==> src/sv/htw_pkg.sv <==
`timescale 1ns / 1ps
// ----------------------------------------------------------------------------
// htw_pkg: shared definitions of the hashed timing wheel
// Field widths, operation and status codes, and the command and status
// groups that pass between the controller and the datapath.
// ----------------------------------------------------------------------------
package htw_pkg;

  localparam int TIMERS_DEF  = 16;
  localparam int MAX_RESULTS = 16;

  localparam int FUNC_W     = 2;
  localparam int TIMEOUT_W  = 32;
  localparam int HANDLE_W   = 4;
  localparam int STATUS_W   = 3;
  localparam int IVL_W      = 16;
  localparam int SLOTS_W    = 9;
  localparam int SLOT_W     = 8;
  localparam int ROT_W      = 31;
  localparam int CFG_IDX_W  = 1;
  localparam int CFG_DATA_W = 16;
  localparam int DIV_W      = 32;
  localparam int DVSR_W     = 16;
  localparam int EXP_CNT_W  = 5;

  typedef enum logic [FUNC_W-1:0] {
    FN_ADD  = 2'd0,
    FN_DEL  = 2'd1,
    FN_TICK = 2'd2,
    FN_NOP  = 2'd3
  } func_t;

  typedef enum logic [STATUS_W-1:0] {
    ST_ADDED    = 3'd0,
    ST_NEG      = 3'd1,
    ST_FULL     = 3'd2,
    ST_DELETED  = 3'd3,
    ST_DEL_FREE = 3'd4,
    ST_EXPIRED  = 3'd5
  } status_t;

  typedef enum logic [CFG_IDX_W-1:0] {
    CFG_TICK_INTERVAL = 1'd0,
    CFG_SLOT_COUNT    = 1'd1
  } cfg_reg_t;

  typedef enum logic [1:0] {
    DIV_TICKS = 2'd0,
    DIV_SLOTS = 2'd1,
    DIV_WRAP  = 2'd2,
    DIV_ADV   = 2'd3
  } div_sel_t;

  typedef struct packed {
    logic     capture;
    logic     div_start;
    div_sel_t div_sel;
    logic     emit;
    status_t  emit_status;
    logic     scan_clear;
    logic     scan_step;
    logic     adv_slot;
  } htw_cmd_t;

  typedef struct packed {
    func_t func;
    logic  neg;
    logic  full;
    logic  del_hit;
    logic  div_busy;
    logic  out_free;
    logic  scan_exp;
    logic  scan_last;
    logic  pend_valid;
  } htw_stat_t;

endpackage

==> src/sv/htw_if.sv <==
`timescale 1ns / 1ps
// ----------------------------------------------------------------------------
// htw_if: channel interfaces of the hashed timing wheel
// Request channel (operation items) and result channel, each with valid,
// ready and payload.
// ----------------------------------------------------------------------------
interface htw_in_if;
  import htw_pkg::*;

  logic                        valid;
  logic                        ready;
  logic [FUNC_W-1:0]           func;
  logic signed [TIMEOUT_W-1:0] timeout;
  logic [HANDLE_W-1:0]         handle_in;

  modport source (output valid, func, timeout, handle_in, input ready);
  modport sink   (input valid, func, timeout, handle_in, output ready);
endinterface

interface htw_out_if;
  import htw_pkg::*;

  logic                valid;
  logic                ready;
  logic [HANDLE_W-1:0] handle_out;
  logic [STATUS_W-1:0] status;
  logic                last;

  modport source (output valid, handle_out, status, last, input ready);
  modport sink   (input valid, handle_out, status, last, output ready);
endinterface

==> src/sv/htw_div.sv <==
`timescale 1ns / 1ps
// ----------------------------------------------------------------------------
// htw_div: restoring divider
// Unsigned division, one quotient bit per cycle. Results hold until the
// next start.
// ----------------------------------------------------------------------------
module htw_div (
  input  logic                        clk,
  input  logic                        rst_n,
  input  logic                        start,
  input  logic [htw_pkg::DIV_W-1:0]   dividend,
  input  logic [htw_pkg::DVSR_W-1:0]  divisor,
  output logic                        busy,
  output logic [htw_pkg::DIV_W-1:0]   quotient,
  output logic [htw_pkg::DVSR_W-1:0]  remainder
);
  import htw_pkg::*;

  localparam int CNT_W = $clog2(DIV_W + 1);

  logic [CNT_W-1:0]  cnt_r;
  logic [DIV_W-1:0]  quo_r;
  logic [DVSR_W-1:0] rem_r;
  logic [DVSR_W-1:0] dvsr_r;
  logic [DVSR_W:0]   trial;
  logic [DVSR_W:0]   diff;
  logic              ge;

  always_comb begin
    trial = {rem_r, quo_r[DIV_W-1]};
    diff  = trial - {1'b0, dvsr_r};
    ge    = (trial >= {1'b0, dvsr_r});
  end

  always_ff @(posedge clk) begin
    if (!rst_n) begin
      cnt_r <= '0;
    end else if (start) begin
      cnt_r <= CNT_W'(DIV_W);
    end else if (cnt_r != '0) begin
      cnt_r <= cnt_r - 1'b1;
    end
  end

  always_ff @(posedge clk) begin
    if (start) begin
      quo_r  <= dividend;
      rem_r  <= '0;
      dvsr_r <= divisor;
    end else if (cnt_r != '0) begin
      quo_r <= {quo_r[DIV_W-2:0], ge};
      rem_r <= ge ? diff[DVSR_W-1:0] : trial[DVSR_W-1:0];
    end
  end

  assign busy      = (cnt_r != '0);
  assign quotient  = quo_r;
  assign remainder = rem_r;

endmodule

==> src/sv/htw_dp.sv <==
`timescale 1ns / 1ps
// ----------------------------------------------------------------------------
// htw_dp: datapath of the hashed timing wheel
// Configuration registers, timer entry store, scan pointer, shared divider
// and the result register.
// ----------------------------------------------------------------------------
module htw_dp #(
  parameter int TIMERS = htw_pkg::TIMERS_DEF
) (
  input  logic                            clk,
  input  logic                            rst_n,
  input  htw_pkg::htw_cmd_t               cmd,
  output htw_pkg::htw_stat_t              stat,
  input  logic [htw_pkg::FUNC_W-1:0]      in_func,
  input  logic signed [htw_pkg::TIMEOUT_W-1:0] in_timeout,
  input  logic [htw_pkg::HANDLE_W-1:0]    in_handle,
  input  logic                            cfg_we,
  input  logic [htw_pkg::CFG_IDX_W-1:0]   cfg_index,
  input  logic [htw_pkg::CFG_DATA_W-1:0]  cfg_wdata,
  input  logic                            out_ready,
  output logic                            out_valid,
  output logic [htw_pkg::HANDLE_W-1:0]    out_handle,
  output logic [htw_pkg::STATUS_W-1:0]    out_status,
  output logic                            out_last
);
  import htw_pkg::*;

  localparam int IW = (TIMERS > 1) ? $clog2(TIMERS) : 1;

  // Configuration
  logic [IVL_W-1:0]   ivl_r;
  logic [SLOTS_W-1:0] slots_r;
  logic [IVL_W-1:0]   eff_iv;
  logic [SLOTS_W-1:0] eff_n;

  // Captured item
  func_t                  op_func_r;
  logic [TIMEOUT_W-1:0]   op_timeout_r;
  logic [HANDLE_W-1:0]    op_handle_r;

  // Entry store
  logic [TIMERS-1:0]      ent_valid_r;
  logic [SLOT_W-1:0]      ent_slot_r [TIMERS];
  logic [ROT_W-1:0]       ent_rot_r  [TIMERS];
  logic [SLOT_W-1:0]      cur_r;
  logic [ROT_W-1:0]       rot_r;

  // Tick scan
  logic [IW-1:0]          scan_idx_r;
  logic [EXP_CNT_W-1:0]   exp_cnt_r;
  logic                   pend_valid_r;
  logic [IW-1:0]          pend_idx_r;

  // Result register
  logic                   out_valid_r;
  logic [HANDLE_W-1:0]    out_handle_r;
  status_t                out_status_r;
  logic                   out_last_r;

  // Divider
  logic [DIV_W-1:0]       div_dvd;
  logic [DVSR_W-1:0]      div_dvsr;
  logic                   div_busy;
  logic [DIV_W-1:0]       div_quo;
  logic [DVSR_W-1:0]      div_rem;
  logic [DIV_W-1:0]       ticks;
  logic [SLOTS_W-1:0]     wrap_sum;
  logic [SLOTS_W-1:0]     adv_sum;

  logic [IW-1:0]          free_idx;
  logic [IW-1:0]          del_idx;
  logic                   del_hit;
  logic                   sc_hit;
  logic                   sc_exp;
  logic                   sc_dec;
  logic                   out_free;
  logic                   scan_emit;
  logic                   add_commit;
  logic                   del_commit;

  always_comb begin
    eff_iv = (ivl_r == '0) ? IVL_W'(1) : ivl_r;
    if (slots_r == '0) begin
      eff_n = SLOTS_W'(1);
    end else if (slots_r > SLOTS_W'(256)) begin
      eff_n = SLOTS_W'(256);
    end else begin
      eff_n = slots_r;
    end
  end

  // Lowest free entry.
  always_comb begin
    free_idx = '0;
    for (int i = TIMERS - 1; i >= 0; i--) begin
      if (!ent_valid_r[i]) free_idx = IW'(i);
    end
  end

  always_comb begin
    del_idx = IW'(op_handle_r);
    del_hit = (int'(op_handle_r) < TIMERS) && ent_valid_r[del_idx];
  end

  always_comb begin
    sc_hit = ent_valid_r[scan_idx_r] && (ent_slot_r[scan_idx_r] == cur_r);
    sc_dec = sc_hit && (ent_rot_r[scan_idx_r] != '0);
    sc_exp = sc_hit && (ent_rot_r[scan_idx_r] == '0) &&
             (exp_cnt_r != EXP_CNT_W'(MAX_RESULTS));
  end

  // A quotient of zero means the timeout is below one interval: one tick.
  always_comb begin
    ticks    = (div_quo == '0) ? DIV_W'(1) : div_quo;
    wrap_sum = {1'b0, cur_r} + div_rem[SLOTS_W-1:0];
    adv_sum  = {1'b0, cur_r} + SLOTS_W'(1);
    div_dvsr = {{(DVSR_W - SLOTS_W){1'b0}}, eff_n};
    div_dvd  = '0;
    case (cmd.div_sel)
      DIV_TICKS: begin
        div_dvd  = {1'b0, op_timeout_r[TIMEOUT_W-2:0]};
        div_dvsr = eff_iv;
      end
      DIV_SLOTS: div_dvd = ticks;
      DIV_WRAP:  div_dvd = DIV_W'(wrap_sum);
      DIV_ADV:   div_dvd = DIV_W'(adv_sum);
      default:   div_dvd = '0;
    endcase
  end

  htw_div u_div (
    .clk       (clk),
    .rst_n     (rst_n),
    .start     (cmd.div_start),
    .dividend  (div_dvd),
    .divisor   (div_dvsr),
    .busy      (div_busy),
    .quotient  (div_quo),
    .remainder (div_rem)
  );

  assign out_free   = !out_valid_r || out_ready;
  assign scan_emit  = cmd.scan_step && sc_exp && pend_valid_r;
  assign add_commit = cmd.emit && (cmd.emit_status == ST_ADDED);
  assign del_commit = cmd.emit && (cmd.emit_status == ST_DELETED);

  always_ff @(posedge clk) begin
    if (!rst_n) begin
      ivl_r   <= IVL_W'(1);
      slots_r <= SLOTS_W'(8);
    end else if (cfg_we) begin
      unique case (cfg_reg_t'(cfg_index))
        CFG_TICK_INTERVAL: ivl_r   <= cfg_wdata;
        CFG_SLOT_COUNT:    slots_r <= cfg_wdata[SLOTS_W-1:0];
        default:           ivl_r   <= ivl_r;
      endcase
    end
  end

  always_ff @(posedge clk) begin
    if (cmd.capture) begin
      op_func_r    <= func_t'(in_func);
      op_timeout_r <= in_timeout;
      op_handle_r  <= in_handle;
    end
    if (cmd.div_start && (cmd.div_sel == DIV_WRAP)) begin
      rot_r <= div_quo[ROT_W-1:0];
    end
    if (add_commit) begin
      ent_slot_r[free_idx] <= div_rem[SLOT_W-1:0];
      ent_rot_r[free_idx]  <= rot_r;
    end
    if (cmd.scan_step && sc_dec) begin
      ent_rot_r[scan_idx_r] <= ent_rot_r[scan_idx_r] - 1'b1;
    end
  end

  always_ff @(posedge clk) begin
    if (!rst_n) begin
      ent_valid_r <= '0;
      cur_r       <= '0;
    end else begin
      if (add_commit) ent_valid_r[free_idx] <= 1'b1;
      if (del_commit) ent_valid_r[del_idx] <= 1'b0;
      if (cmd.scan_step && sc_exp) ent_valid_r[scan_idx_r] <= 1'b0;
      if (cmd.adv_slot) cur_r <= div_rem[SLOT_W-1:0];
    end
  end

  // Each expiry is held back until the next one is found, so that the last
  // result of a tick can be marked.
  always_ff @(posedge clk) begin
    if (!rst_n) begin
      scan_idx_r   <= '0;
      exp_cnt_r    <= '0;
      pend_valid_r <= 1'b0;
    end else if (cmd.scan_clear) begin
      scan_idx_r   <= '0;
      exp_cnt_r    <= '0;
      pend_valid_r <= 1'b0;
    end else if (cmd.scan_step) begin
      scan_idx_r <= scan_idx_r + 1'b1;
      if (sc_exp) begin
        exp_cnt_r    <= exp_cnt_r + 1'b1;
        pend_valid_r <= 1'b1;
      end
    end else if (cmd.emit && (cmd.emit_status == ST_EXPIRED)) begin
      pend_valid_r <= 1'b0;
    end
  end

  always_ff @(posedge clk) begin
    if (cmd.scan_step && sc_exp) pend_idx_r <= scan_idx_r;
  end

  always_ff @(posedge clk) begin
    if (!rst_n) begin
      out_valid_r <= 1'b0;
    end else if (cmd.emit || scan_emit) begin
      out_valid_r <= 1'b1;
    end else if (out_ready) begin
      out_valid_r <= 1'b0;
    end
  end

  always_ff @(posedge clk) begin
    if (cmd.emit) begin
      out_status_r <= cmd.emit_status;
      out_last_r   <= 1'b1;
      case (cmd.emit_status)
        ST_ADDED:                out_handle_r <= HANDLE_W'(free_idx);
        ST_DELETED, ST_DEL_FREE: out_handle_r <= op_handle_r;
        ST_EXPIRED:              out_handle_r <= HANDLE_W'(pend_idx_r);
        default:                 out_handle_r <= '0;
      endcase
    end else if (scan_emit) begin
      out_status_r <= ST_EXPIRED;
      out_last_r   <= 1'b0;
      out_handle_r <= HANDLE_W'(pend_idx_r);
    end
  end

  assign out_valid  = out_valid_r;
  assign out_handle = out_handle_r;
  assign out_status = out_status_r;
  assign out_last   = out_last_r;

  always_comb begin
    stat            = '0;
    stat.func       = op_func_r;
    stat.neg        = op_timeout_r[TIMEOUT_W-1];
    stat.full       = &ent_valid_r;
    stat.del_hit    = del_hit;
    stat.div_busy   = div_busy;
    stat.out_free   = out_free;
    stat.scan_exp   = sc_exp;
    stat.scan_last  = (scan_idx_r == IW'(TIMERS - 1));
    stat.pend_valid = pend_valid_r;
  end

endmodule

==> src/sv/htw_ctrl.sv <==
`timescale 1ns / 1ps
// ----------------------------------------------------------------------------
// htw_ctrl: controller of the hashed timing wheel
// Sequences each operation: decode, divider passes for an add, the entry
// scan and slot advance of a tick, and the hand-off of results to the result register.
// ----------------------------------------------------------------------------
module htw_ctrl (
  input  logic                clk,
  input  logic                rst_n,
  input  logic                in_valid,
  output logic                in_ready,
  input  htw_pkg::htw_stat_t  stat,
  output htw_pkg::htw_cmd_t   cmd
);
  import htw_pkg::*;

  typedef enum logic [3:0] {
    S_IDLE,
    S_DECODE,
    S_DIV_T,
    S_DIV_S,
    S_DIV_W,
    S_EMIT,
    S_SCAN,
    S_SCAN_END,
    S_ADV
  } state_t;

  state_t  state_r, state_nxt;
  status_t em_st_r, em_st_nxt;

  always_comb begin
    cmd       = '0;
    state_nxt = state_r;
    em_st_nxt = em_st_r;
    in_ready  = (state_r == S_IDLE);
    unique case (state_r)
      S_IDLE: begin
        if (in_valid) begin
          cmd.capture = 1'b1;
          state_nxt   = S_DECODE;
        end
      end
      S_DECODE: begin
        unique case (stat.func)
          FN_ADD: begin
            if (stat.neg) begin
              em_st_nxt = ST_NEG;
              state_nxt = S_EMIT;
            end else if (stat.full) begin
              em_st_nxt = ST_FULL;
              state_nxt = S_EMIT;
            end else begin
              cmd.div_start = 1'b1;
              cmd.div_sel   = DIV_TICKS;
              state_nxt     = S_DIV_T;
            end
          end
          FN_DEL: begin
            em_st_nxt = stat.del_hit ? ST_DELETED : ST_DEL_FREE;
            state_nxt = S_EMIT;
          end
          FN_TICK: begin
            cmd.scan_clear = 1'b1;
            state_nxt      = S_SCAN;
          end
          default: state_nxt = S_IDLE;
        endcase
      end
      S_DIV_T: begin
        if (!stat.div_busy) begin
          cmd.div_start = 1'b1;
          cmd.div_sel   = DIV_SLOTS;
          state_nxt     = S_DIV_S;
        end
      end
      S_DIV_S: begin
        if (!stat.div_busy) begin
          cmd.div_start = 1'b1;
          cmd.div_sel   = DIV_WRAP;
          state_nxt     = S_DIV_W;
        end
      end
      S_DIV_W: begin
        if (!stat.div_busy) begin
          em_st_nxt = ST_ADDED;
          state_nxt = S_EMIT;
        end
      end
      S_EMIT: begin
        if (stat.out_free) begin
          cmd.emit        = 1'b1;
          cmd.emit_status = em_st_r;
          state_nxt       = S_IDLE;
        end
      end
      S_SCAN: begin
        // A new expiry pushes the held one out, which needs a free result slot.
        if (!(stat.scan_exp && stat.pend_valid && !stat.out_free)) begin
          cmd.scan_step = 1'b1;
          if (stat.scan_last) state_nxt = S_SCAN_END;
        end
      end
      S_SCAN_END: begin
        if (!stat.pend_valid || stat.out_free) begin
          cmd.emit        = stat.pend_valid;
          cmd.emit_status = ST_EXPIRED;
          cmd.div_start   = 1'b1;
          cmd.div_sel     = DIV_ADV;
          state_nxt       = S_ADV;
        end
      end
      S_ADV: begin
        if (!stat.div_busy) begin
          cmd.adv_slot = 1'b1;
          state_nxt    = S_IDLE;
        end
      end
      default: state_nxt = S_IDLE;
    endcase
  end

  always_ff @(posedge clk) begin
    if (!rst_n) begin
      state_r <= S_IDLE;
      em_st_r <= ST_ADDED;
    end else begin
      state_r <= state_nxt;
      em_st_r <= em_st_nxt;
    end
  end

endmodule

==> src/sv/hashed_timing_wheel.sv <==
`timescale 1ns / 1ps
// ----------------------------------------------------------------------------
// hashed_timing_wheel: timer wheel over a fixed pool of timer entries
// Adds, deletes and expires timers; results report each outcome.
// ----------------------------------------------------------------------------
//  Channel | Direction | Handshake           | Payload
//  in_ch   | in        | valid / ready       | func, timeout, handle_in
//  out_ch  | out       | valid / ready       | handle_out, status, last
//  cfg     | in        | cfg_we (no wait)    | cfg_index, cfg_wdata
//
// One item at a time. An add runs three 32-step passes of the shared
// divider; a tick scans one entry per cycle unless a stalled result
// register holds it, then runs one divider pass to advance the slot; a
// delete runs no divider pass. Reset frees every entry through its valid bit.
// A stalled result register holds the block at its next result; the next
// item is accepted while the last result of the previous one still waits.
// ----------------------------------------------------------------------------
module hashed_timing_wheel #(
  parameter int TIMERS = htw_pkg::TIMERS_DEF
) (
  input  logic                           clk,
  input  logic                           rst_n,
  htw_in_if.sink                         in_ch,
  htw_out_if.source                      out_ch,
  input  logic                           cfg_we,
  input  logic [htw_pkg::CFG_IDX_W-1:0]  cfg_index,
  input  logic [htw_pkg::CFG_DATA_W-1:0] cfg_wdata
);
  import htw_pkg::*;

  htw_cmd_t  cmd;
  htw_stat_t stat;

  htw_ctrl u_ctrl (
    .clk      (clk),
    .rst_n    (rst_n),
    .in_valid (in_ch.valid),
    .in_ready (in_ch.ready),
    .stat     (stat),
    .cmd      (cmd)
  );

  htw_dp #(
    .TIMERS (TIMERS)
  ) u_dp (
    .clk        (clk),
    .rst_n      (rst_n),
    .cmd        (cmd),
    .stat       (stat),
    .in_func    (in_ch.func),
    .in_timeout (in_ch.timeout),
    .in_handle  (in_ch.handle_in),
    .cfg_we     (cfg_we),
    .cfg_index  (cfg_index),
    .cfg_wdata  (cfg_wdata),
    .out_ready  (out_ch.ready),
    .out_valid  (out_ch.valid),
    .out_handle (out_ch.handle_out),
    .out_status (out_ch.status),
    .out_last   (out_ch.last)
  );

endmodule

==> src/flat_wrapper.sv <==
// flat-port wrapper written by rule: the top's interface ports become plain ports
module hashed_timing_wheel_flat import htw_pkg::*;
#(
  parameter int TIMERS = htw_pkg::TIMERS_DEF
)
  (clk, rst_n, cfg_we, cfg_index, cfg_wdata, in_ch_valid, in_ch_func, in_ch_timeout, in_ch_handle_in, in_ch_ready, out_ch_valid, out_ch_handle_out, out_ch_status, out_ch_last, out_ch_ready);
  htw_in_if in_ch_i ();
  htw_out_if out_ch_i ();
  input  logic clk;
  input  logic rst_n;
  input  logic cfg_we;
  input  logic [htw_pkg::CFG_IDX_W-1:0] cfg_index;
  input  logic [htw_pkg::CFG_DATA_W-1:0] cfg_wdata;
  input wire logic [$bits(in_ch_i.valid)-1:0] in_ch_valid;
  input wire logic [$bits(in_ch_i.func)-1:0] in_ch_func;
  input wire logic [$bits(in_ch_i.timeout)-1:0] in_ch_timeout;
  input wire logic [$bits(in_ch_i.handle_in)-1:0] in_ch_handle_in;
  output wire logic [$bits(in_ch_i.ready)-1:0] in_ch_ready;
  output wire logic [$bits(out_ch_i.valid)-1:0] out_ch_valid;
  output wire logic [$bits(out_ch_i.handle_out)-1:0] out_ch_handle_out;
  output wire logic [$bits(out_ch_i.status)-1:0] out_ch_status;
  output wire logic [$bits(out_ch_i.last)-1:0] out_ch_last;
  input wire logic [$bits(out_ch_i.ready)-1:0] out_ch_ready;
  assign in_ch_i.valid = in_ch_valid;
  assign in_ch_i.func = in_ch_func;
  assign in_ch_i.timeout = in_ch_timeout;
  assign in_ch_i.handle_in = in_ch_handle_in;
  assign in_ch_ready = in_ch_i.ready;
  assign out_ch_valid = out_ch_i.valid;
  assign out_ch_handle_out = out_ch_i.handle_out;
  assign out_ch_status = out_ch_i.status;
  assign out_ch_last = out_ch_i.last;
  assign out_ch_i.ready = out_ch_ready;
  hashed_timing_wheel #(.TIMERS(TIMERS)) u_core (.clk(clk), .rst_n(rst_n), .in_ch(in_ch_i), .out_ch(out_ch_i), .cfg_we(cfg_we), .cfg_index(cfg_index), .cfg_wdata(cfg_wdata));
endmodule
==> config.mk <==
export PLATFORM = sky130hd
export DESIGN_NAME = hashed_timing_wheel_flat
export DESIGN_NICKNAME = d
export VERILOG_FILES = /design/src/sv/htw_pkg.sv /design/src/sv/htw_if.sv /design/src/sv/htw_div.sv /design/src/sv/htw_dp.sv /design/src/sv/htw_ctrl.sv /design/src/sv/hashed_timing_wheel.sv /design/src/flat_wrapper.sv
export SDC_FILE = /design/constraint.sdc
export NUM_CORES = 1
export LEC_CHECK = 0
export BUFFER_PORTS_ARGS = -buffer_cell sky130_fd_sc_hd__buf_2
export CORE_MARGIN = 3
export CORE_UTILIZATION = 30
export CTS_CLUSTER_DIAMETER = 150
export DETAILED_ROUTE_END_ITERATION = 6
export GPL_ROUTABILITY_DRIVEN = 1
export PLACE_DENSITY = 0.55
export SKIP_CTS_REPAIR_TIMING = 1
export SLEW_MARGIN = 25
export SYNTH_ARGS = -nofsm -noshare
export SYNTH_HDL_FRONTEND = slang
export SYNTH_SLANG_ARGS = --single-unit
==> constraint.sdc <==
create_clock -name clk -period 5.5 [get_ports clk]
set_input_delay 1.1 -clock clk [delete_from_list [all_inputs] [get_ports clk]]
set_output_delay 1.1 -clock clk [all_outputs]
set_load 0.03 [all_outputs]
# --- After elaboration in Yosys (flattened, before gate mapping) ---
# Memory sizes are Yosys's and may differ from the RTL's. A register that Yosys moved wholly into a read port is not among the register bits.
# Index checks and enable logic that the tools add are counted.
totals:
  reg_bits: 218
  ramBits: 624
  inputBits: 60
  out_inout_bits: 10
  n_memories: 2
op_classes:
  n_addsub: 7
  n_lt_le_gt_ge: 8
  eq_ne: 32
  n_mux: 99
  n_bitwise: 8
  reduce_logical: 50
memory_table:
  columns: ["memory", "depth", "word_bits", "read_ports", "rd_clocked_by_memory_dff", "write_ports", "line", "source"]
  rows:
  - ["u_core.u_dp.ent_rot_r", 16, 31, 1, 1, 1, "htw_dp.sv:44", "logic [ROT_W-1:0] ent_rot_r [TIMERS];"]
  - ["u_core.u_dp.ent_slot_r", 16, 8, 1, 1, 1, "htw_dp.sv:43", "logic [SLOT_W-1:0] ent_slot_r [TIMERS];"]
ops:
  columns: ["operator", "count"]
  rows:
  - ["$mux W4", 33]
  - ["$pmux W32 S4", 1]
  - ["$mux W16", 6]
  - ["$mux W32", 3]
  - ["$mux W3", 13]
  - ["$mux W9", 4]
  - ["$pmux W4 S9", 1]
  - ["$and A16 B16 Y16", 2]
  - ["$logic_not A32 Y1", 1]
  - ["$not A16 Y16", 2]
  - ["$logic_not A31 Y1", 1]
  - ["$mux W31", 1]
  - ["$reduce_bool A31 Y1", 1]
  - ["$reduce_or A31 Y1", 1]
  - ["$sub A31 B1 Y31 const B", 1]
  - ["$mux W1", 23]
  - ["$ge A17 B16 Y1", 1]
  - ["$eq A4 B3 Y1 const B", 4]
  - ["$logic_and A1 B1 Y1", 16]
  - ["$logic_not A16 Y1", 1]
  - ["$ne A2 B2 Y1 const B", 8]
  - ["$or A16 B16 Y16", 1]
  - ["$reduce_and A16 Y1", 1]
  - ["$sub A16 B16 Y16", 1]
  - ["43 further kinds", 77]

# --- Depth between registers and ports, before layout ---
# Gate-level depths: netlist of the first run.
depth:
  depth_word: 28
  depth_mapped: 19

# --- By module ---
# From an unflattened synthesis of the first run, not the netlist that was laid out.
unflattened:
  cells_unflattened: 2896
  hier_area_um2: 42995.0
modules_own_cells:
  columns: ["mod", "n_inst", "cells_per_inst", "area_each_um2", "seq_area_each_um2"]
  rows:
  - ["htw_dp", 1, 2457, 38466.9, 22441.5]
  - ["htw_div", 1, 340, 3744.8, 1881.8]
  - ["htw_ctrl", 1, 99, 783.3, 140.1]

# --- Least setup slack after synthesis of the first run ---
# OpenSTA, ideal clock, no wires.
synth_timing:
  path_type: "reg2reg"
  start: "register (tool-made name)"
  end: "memory u_core.u_dp.ent_rot_r[3][0], enable pin"
  setup_time_ps: 431
  t_arrival_ps: 4815
  setup_slack_ps: 254
  path_stages_with_launch: 15
  n_path_buf: 6
  synth_period_minus_slack_ps: 5246
  cell_sequence: "dfxtp_1 > buf_6 > buf_8 > buf_8 > buf_6 > buf_2 > buf_2 > mux2i_1 > xnor2_1 > mux2i_1 > nand3_1 > or4_1 > a211o_1 > or3_1 > o22ai_1"
synth_rtl:
  columns: ["element", "line"]
  rows:
  - ["end: declaration", "htw_dp.sv:44"]

==> results of run 1 <==
-- final timing paths --
check | from | to | slack, ns | cells past startpoint
worst max-delay path | flop | u_core.u_dp.exp_cnt_r[3] | 0.40 | 10
worst min-delay path | u_core.u_dp.u_div.quotient[25] | u_core.u_dp.rot_r[25] | 0.48 | 0
worst max register to register | flop | u_core.u_dp.exp_cnt_r[3] | 0.40 | 10
worst min register to register | u_core.u_dp.u_div.quotient[25] | u_core.u_dp.rot_r[25] | 0.48 | 0
-- layout make-up --
type	count	area share (%)
tap	1524	4.63
clock inverter	44	0.901
timing repair buffer	151	3.14
sequential	846	59.4
clock buffer	109	5.33
multi-input combinational	1235	26.1
inverter	54	0.492
-- Yosys cell counts, drive strengths merged, types with 12 or more instances --
library cell / instances / area [µm²]
nand2b: 30 / 188
nor2b: 31 / 194
nor4: 23 / 156
o21ai: 64 / 320
buf: 43 / 265
inv: 52 / 195
a22oi: 33 / 248
or3: 13 / 81.3
mux4: 163 / 3670
clkbuf: 67 / 253
ha: 38 / 475
a31oi: 21 / 131
a21oi: 75 / 375
a21boi: 31 / 233
xor2: 25 / 219
xnor2: 33 / 289
nor3: 31 / 155
and2: 33 / 206
and3: 13 / 81.3
o221ai: 12 / 105
nand2: 206 / 773
mux2: 30 / 338
mux2i: 57 / 571
nor2: 83 / 312
edfxtp: 752 / 22600
o22ai: 31 / 194
nand3: 27 / 135
dfxtp: 94 / 1880
nand4: 19 / 119
-- critical path, cell delays in order (launching register included) --
cell and delay (ns):
dfxtp_4 0.59, buf_12 0.27, mux4_2 0.52, a22oi_1 0.23
nand2_1 0.15, or4_1 0.66, nor4_2 0.69, nand4_1 0.37
or4_1 0.79, or4_1 0.54, a21oi_1 0.18
-- registers in the layout, indices dropped and copies added, names as in the netlist, 2 cells and up, named ones only --
signal and flops:
u_core.u_dp.u_div.remainder 16, u_core.u_dp.pend_idx_r 4, u_core.u_dp.u_div.quotient 32, u_core.u_ctrl.em_st_r 3
u_core.u_dp.op_timeout_r 32, u_core.u_dp.ent_slot_r 128, u_core.u_dp.rot_r 31, u_core.u_dp.ivl_r 16
u_core.u_ctrl.state_r 4, u_core.u_dp.ent_rot_r 496, u_core.u_dp.u_div.cnt_r 6, u_core.u_dp.op_func_r 2
u_core.u_dp.del_idx 4, u_core.u_dp.ent_valid_r 16, u_core.u_dp.scan_idx_r 4, u_core.u_dp.out_handle 4
u_core.u_dp.out_status 3, u_core.u_dp.exp_cnt_r 5, u_core.u_dp.slots_r 9, u_core.u_dp.cur_r 8
u_core.u_dp.u_div.dvsr_r 16
-- stage by stage --
stage	cells	hold slack, ns
after CTS	3962	0.480
final	3963	0.482
after detailed placement	3809	0.471
after floorplan	2245	0.443
after global routing	3963	0.500
after global placement	3809	0.461
-- power by group --
group	leakage (nW)	switching (W)	total, W	internal [W]
combinational	4.31	0.00126	0.00205	0.000788
sequential	7.60	0.000413	0.00801	0.00760
clock	1.24	0.00238	0.00544	0.00306
total	13.1	0.00405	0.0155	0.0114
-- layer usage --
layer | up-vias | share of wire (%)
met4 | 0 | 2.8
met5 | - | 0
met3 | 148 | 4.8
li1 | 9070 | -
met2 | 625 | 50
met1 | 10472 | 42
-- cells by family after synthesis --
group | after synthesis | synth area share [%]
simple gates | 541 | 7.41
compound gates | 346 | 6.36
fa+ha+maj | 40 | 1.44
flops | 846 | 68.5
buf+inv | 164 | 2.02
mux | 250 | 12.8
xor+xnor | 58 | 1.42
==> flow_metrics.env, run 1 <==
export IMPL_drtIter0Drc=2085
export IMPL_wl_per_cell_um=22.5
export IMPL_use_met3_pct=1.78
export IMPL_synth_seq_cells=846
export IMPL_outcome="finished clean"
export IMPL_die_w_um=351
export IMPL_synth_nets=2345
export IMPL_p_total_w=0.0155
export IMPL_num_rows=125
export IMPL_busiest_layer="met2"
export IMPL_period_share_pct=92.8
export IMPL_grt_usage_pct=14.4
export IMPL_die_area_mm2=0.123
export IMPL_die_y_um=351
export IMPL_irDropWorstVdd_mv=0.205
export IMPL_nets=2470
export IMPL_utilization_pct=35.2
export IMPL_synth_area_mm2=0.0357
export IMPL_final_hold_viol_count=0
export IMPL_portBuffers=69
export IMPL_avgSynthCellArea_um2=15.9
export IMPL_ys_flop_type="edfxtp_1"
export IMPL_first_pass_iters=5
export IMPL_setup_violations=0
export IMPL_p_per_area_mw_per_mm2=376
export IMPL_setup_ws_ns=0.397
export IMPL_path_clk_slew_ns=0.06
export IMPL_clock_fmax_ghz=0.196
export IMPL_ios=70
export IMPL_maxSlewHeadroom_pct=29.1
export IMPL_register_area_mm2=0.0245
export IMPL_place_ws_ns=0.333
export IMPL_clock_latency_ns=0.64
export IMPL_cp_end_kind="flop"
export IMPL_initial_core_util_pct=30.5
export IMPL_grt_pass1_wl_um=134000
export IMPL_synth_cells=2245
export IMPL_final_setup_tns_ns=0
export IMPL_path_class="flop to flop"
export IMPL_p_leak_nw=13.1
export IMPL_grt_overflow=0
export IMPL_layout_drive_gt1_share_pct=20.5
export IMPL_period_needed_ns=5.10
export IMPL_dp_hpwl_um=56800
export IMPL_coreArea_mm2=0.117
export IMPL_grt_use_met2_pct=24.7
export IMPL_async_reset_ff_share_pct=0
export IMPL_diodes=0
export IMPL_use_met1_pct=18.9
export IMPL_clockBufferDepth=3
export IMPL_finalWirelength_um=89300
export IMPL_numCtsBuffers=82
export IMPL_num_fill_cells=10925
export IMPL_hold_class="flop to flop"
export IMPL_gp_congestion=0.811
export IMPL_dr_total_vias=20315
export IMPL_cts_tree="done"
export IMPL_antenna_found_initial=2
export IMPL_cts_sinks=846
export IMPL_synth_edf_count=752
export IMPL_finalClockSkew_ns=0.0285
export IMPL_drv_cap=0
export IMPL_crit_path_start_kind="flop"
export IMPL_place_area_mm2=0.0386
export IMPL_final_common_cell="edfxtp_1"
export IMPL_cp_max_fo=22
export IMPL_rsz0062_at_grt="no"
export IMPL_yosysWarnings=0
export IMPL_yosysSeqAreaShare_pct=68.5
export IMPL_drv_slew=0
export IMPL_grt_max_degree=64
export IMPL_clockRootBuffer="clkbuf_16"
export IMPL_critPathRequiredTime_ns=6.06
export IMPL_yosysUniqueCellTypes=71
export IMPL_worst_slew_pin_slew_ns=1.06
export IMPL_grt_pass1_vias=20824
export IMPL_syn2layout_area_growth_pct=15.5
export IMPL_finalInstanceArea_mm2=0.0412
export IMPL_final_antenna_net_count=0
export IMPL_multi_input_area_mm2=0.0108
export IMPL_route_detailed_drc=0
export IMPL_viasPerCell=5.13
export IMPL_cts_max_level=3
export IMPL_cp_data_arrival_time_ns=5.66
export IMPL_layout_common_cells="752 x edfxtp_1, 206 x nand2_1, 163 x mux4_2"
Note: power is estimated with default switching activity, not from simulation.
==> run 2: changes to the inputs <==
--- a/config.mk
+++ b/config.mk
@@ -6,6 +6,7 @@
 export NUM_CORES = 1
 export LEC_CHECK = 0
 export BUFFER_PORTS_ARGS = -buffer_cell sky130_fd_sc_hd__buf_2
+export CORE_ASPECT_RATIO = 0.7
 export CORE_MARGIN = 3
 export CORE_UTILIZATION = 30
 export CTS_CLUSTER_DIAMETER = 150
==> flow_metrics.env, run 2 (synthesized netlist as in run 1, its figures left out) <==
export IMPL_dp_hpwl_um=59700
export IMPL_grt_usage_pct=15.3
export IMPL_final_antenna_net_count=0
export IMPL_maxSlewHeadroom_pct=30.7
export IMPL_portBuffers=69
export IMPL_p_per_area_mw_per_mm2=379
export IMPL_path_clk_slew_ns=0.06
export IMPL_path_buf_inv=2
export IMPL_cts_tree="done"
export IMPL_layout_common_cells="752 x edfxtp_1, 206 x nand2_1, 163 x mux4_2"
export IMPL_register_area_mm2=0.0245
export IMPL_finalWirelength_um=94800
export IMPL_dr_total_vias=20729
export IMPL_route_detailed_drc=0
export IMPL_path_class="flop to flop"
export IMPL_top_register="u_core.u_dp.ent_rot_r"
export IMPL_critPathRequiredTime_ns=6.08
export IMPL_layout_drive_gt1_share_pct=20.9
export IMPL_cp_slowest_cell="or4_1"
export IMPL_grt_pass1_wl_um=140000
export IMPL_setup_violations=0
export IMPL_outcome="finished clean"
export IMPL_final_hold_viol_count=0
export IMPL_grt_pass1_vias=20525
export IMPL_clockBufferDepth=3
export IMPL_cp_max_fo=72
export IMPL_setup_ws_ns=0.515
export IMPL_clock_latency_ns=0.67
export IMPL_grt_max_degree=73
export IMPL_cp_end_kind="flop"
export IMPL_clockRootBuffer="clkbuf_16"
export IMPL_antenna_found_initial=0
export IMPL_utilization_pct=35.1
export IMPL_drv_slew=0
export IMPL_rsz0062_at_grt="no"
export IMPL_clock_fmax_ghz=0.201
export IMPL_final_setup_tns_ns=0
export IMPL_place_ws_ns=0.576
export IMPL_num_rows=105
export IMPL_largest_register_ffs=496
export IMPL_p_leak_nw=13.2
export IMPL_numCtsBuffers=77
export IMPL_worst_slew_pin_slew_ns=1.04
export IMPL_cp_data_arrival_time_ns=5.57
export IMPL_die_y_um=295
export IMPL_final_common_cell="edfxtp_1"
export IMPL_p_total_w=0.0157
export IMPL_crit_top_cell="or4_1"
export IMPL_gp_congestion=0.830
export IMPL_crit_path_start_kind="flop"
export IMPL_coreArea_mm2=0.118
export IMPL_viasPerCell=5.20
export IMPL_drtIter0Drc=2321
export IMPL_syn2layout_area_growth_pct=15.7
export IMPL_cts_sinks=846
export IMPL_nets=2469
export IMPL_period_needed_ns=4.98
export IMPL_initial_core_util_pct=30.4
export IMPL_die_w_um=418
export IMPL_wl_per_cell_um=23.8
export IMPL_hold_class="flop to flop"
export IMPL_hold_slack_ns=0.485
export IMPL_grt_overflow=0
export IMPL_reg_largest_list="u_core.u_dp.ent_rot_r: 496 flops, u_core.u_dp.ent_slot_r: 128 flops"
export IMPL_period_share_pct=90.6
export IMPL_ios=70
export IMPL_irDropWorstVdd_mv=0.217
export IMPL_num_fill_cells=11067
export IMPL_cts_max_level=3
export IMPL_cpLargestDelayFamily="simple AND/OR/NAND/NOR gates"
export IMPL_finalClockSkew_ns=0.0432
export IMPL_first_pass_iters=6
export IMPL_die_area_mm2=0.123
export IMPL_multi_input_area_mm2=0.0108
export IMPL_max_stage_delay_ns=0.81
export IMPL_drv_cap=0
export IMPL_path_cells="buf_12, mux4_2, a22oi_1, nand2_1, or4_1, nor4_2, buf_4, nand4_1, or4_1, or4_1, a21oi_1"
run 2: changes by cell type in the layout (fill, tap and decap cells not counted), sizes merged:
cell      change
buf           +4
bufinv        +4
clkbuf       -19
clkinv        +6
clkinvlp      -1
diode         +2
inv           +1
run 2: tightest hold or removal path, cell delays in order (launching register included):
cell and delay (ns):
dfxtp_1 0.32, o31ai_1 0.06, a21oi_1 0.05
run 2: routing by layer:
layer  wire, µm  up-vias  GRT usage, %  part of all wire (%)
li1           -     9060             -                     -
met1      45100    10790          23.1                    48
met2      40500      760          22.0                    43
met3       7160      119          3.47                   7.5
met4       2080        0          4.34                   2.2
met5          0        -             0                     0
run 2: path summary, 6_finish.rpt:
kind                                                from                  endpoint  slack, ns  depth (start not counted)
worst min-delay path            u_core.u_dp.exp_cnt_r[4]  u_core.u_dp.exp_cnt_r[4]       0.49                          2
worst max register to register                      flop  u_core.u_dp.exp_cnt_r[3]       0.52                         11
worst min register to register  u_core.u_dp.exp_cnt_r[4]  u_core.u_dp.exp_cnt_r[4]       0.49                          2
worst max-delay path                                flop  u_core.u_dp.exp_cnt_r[3]       0.52                         11
run 2: where the power goes:
part           leakage [nW]  total, W  internal, W  switching, W
sequential             7.60   0.00793      0.00759      0.000340
combinational          4.31   0.00213     0.000781       0.00135
clock                  1.27   0.00560      0.00309       0.00251
run 2: area by class of cell:
| cell class | instances | area share [%] |
|---|---|---|
| diodes | 2 | 0.0121 |
| clock buffers | 90 | 4.83 |
| clock inverters | 54 | 1.50 |
| inverters | 54 | 0.491 |
| multi-input cells | 1235 | 26.1 |
| flip-flops and latches | 846 | 59.2 |
| well taps | 1551 | 4.70 |
| repair buffers | 155 | 3.19 |
run 2: stage by stage:
step / cell area [µm²] / cells
finish: 41300 / 3987
detailed placement: 38700 / 3841
global placement: 38700 / 3841
CTS: 41300 / 3985
global route: 41300 / 3985
floorplan: 35700 / 2245
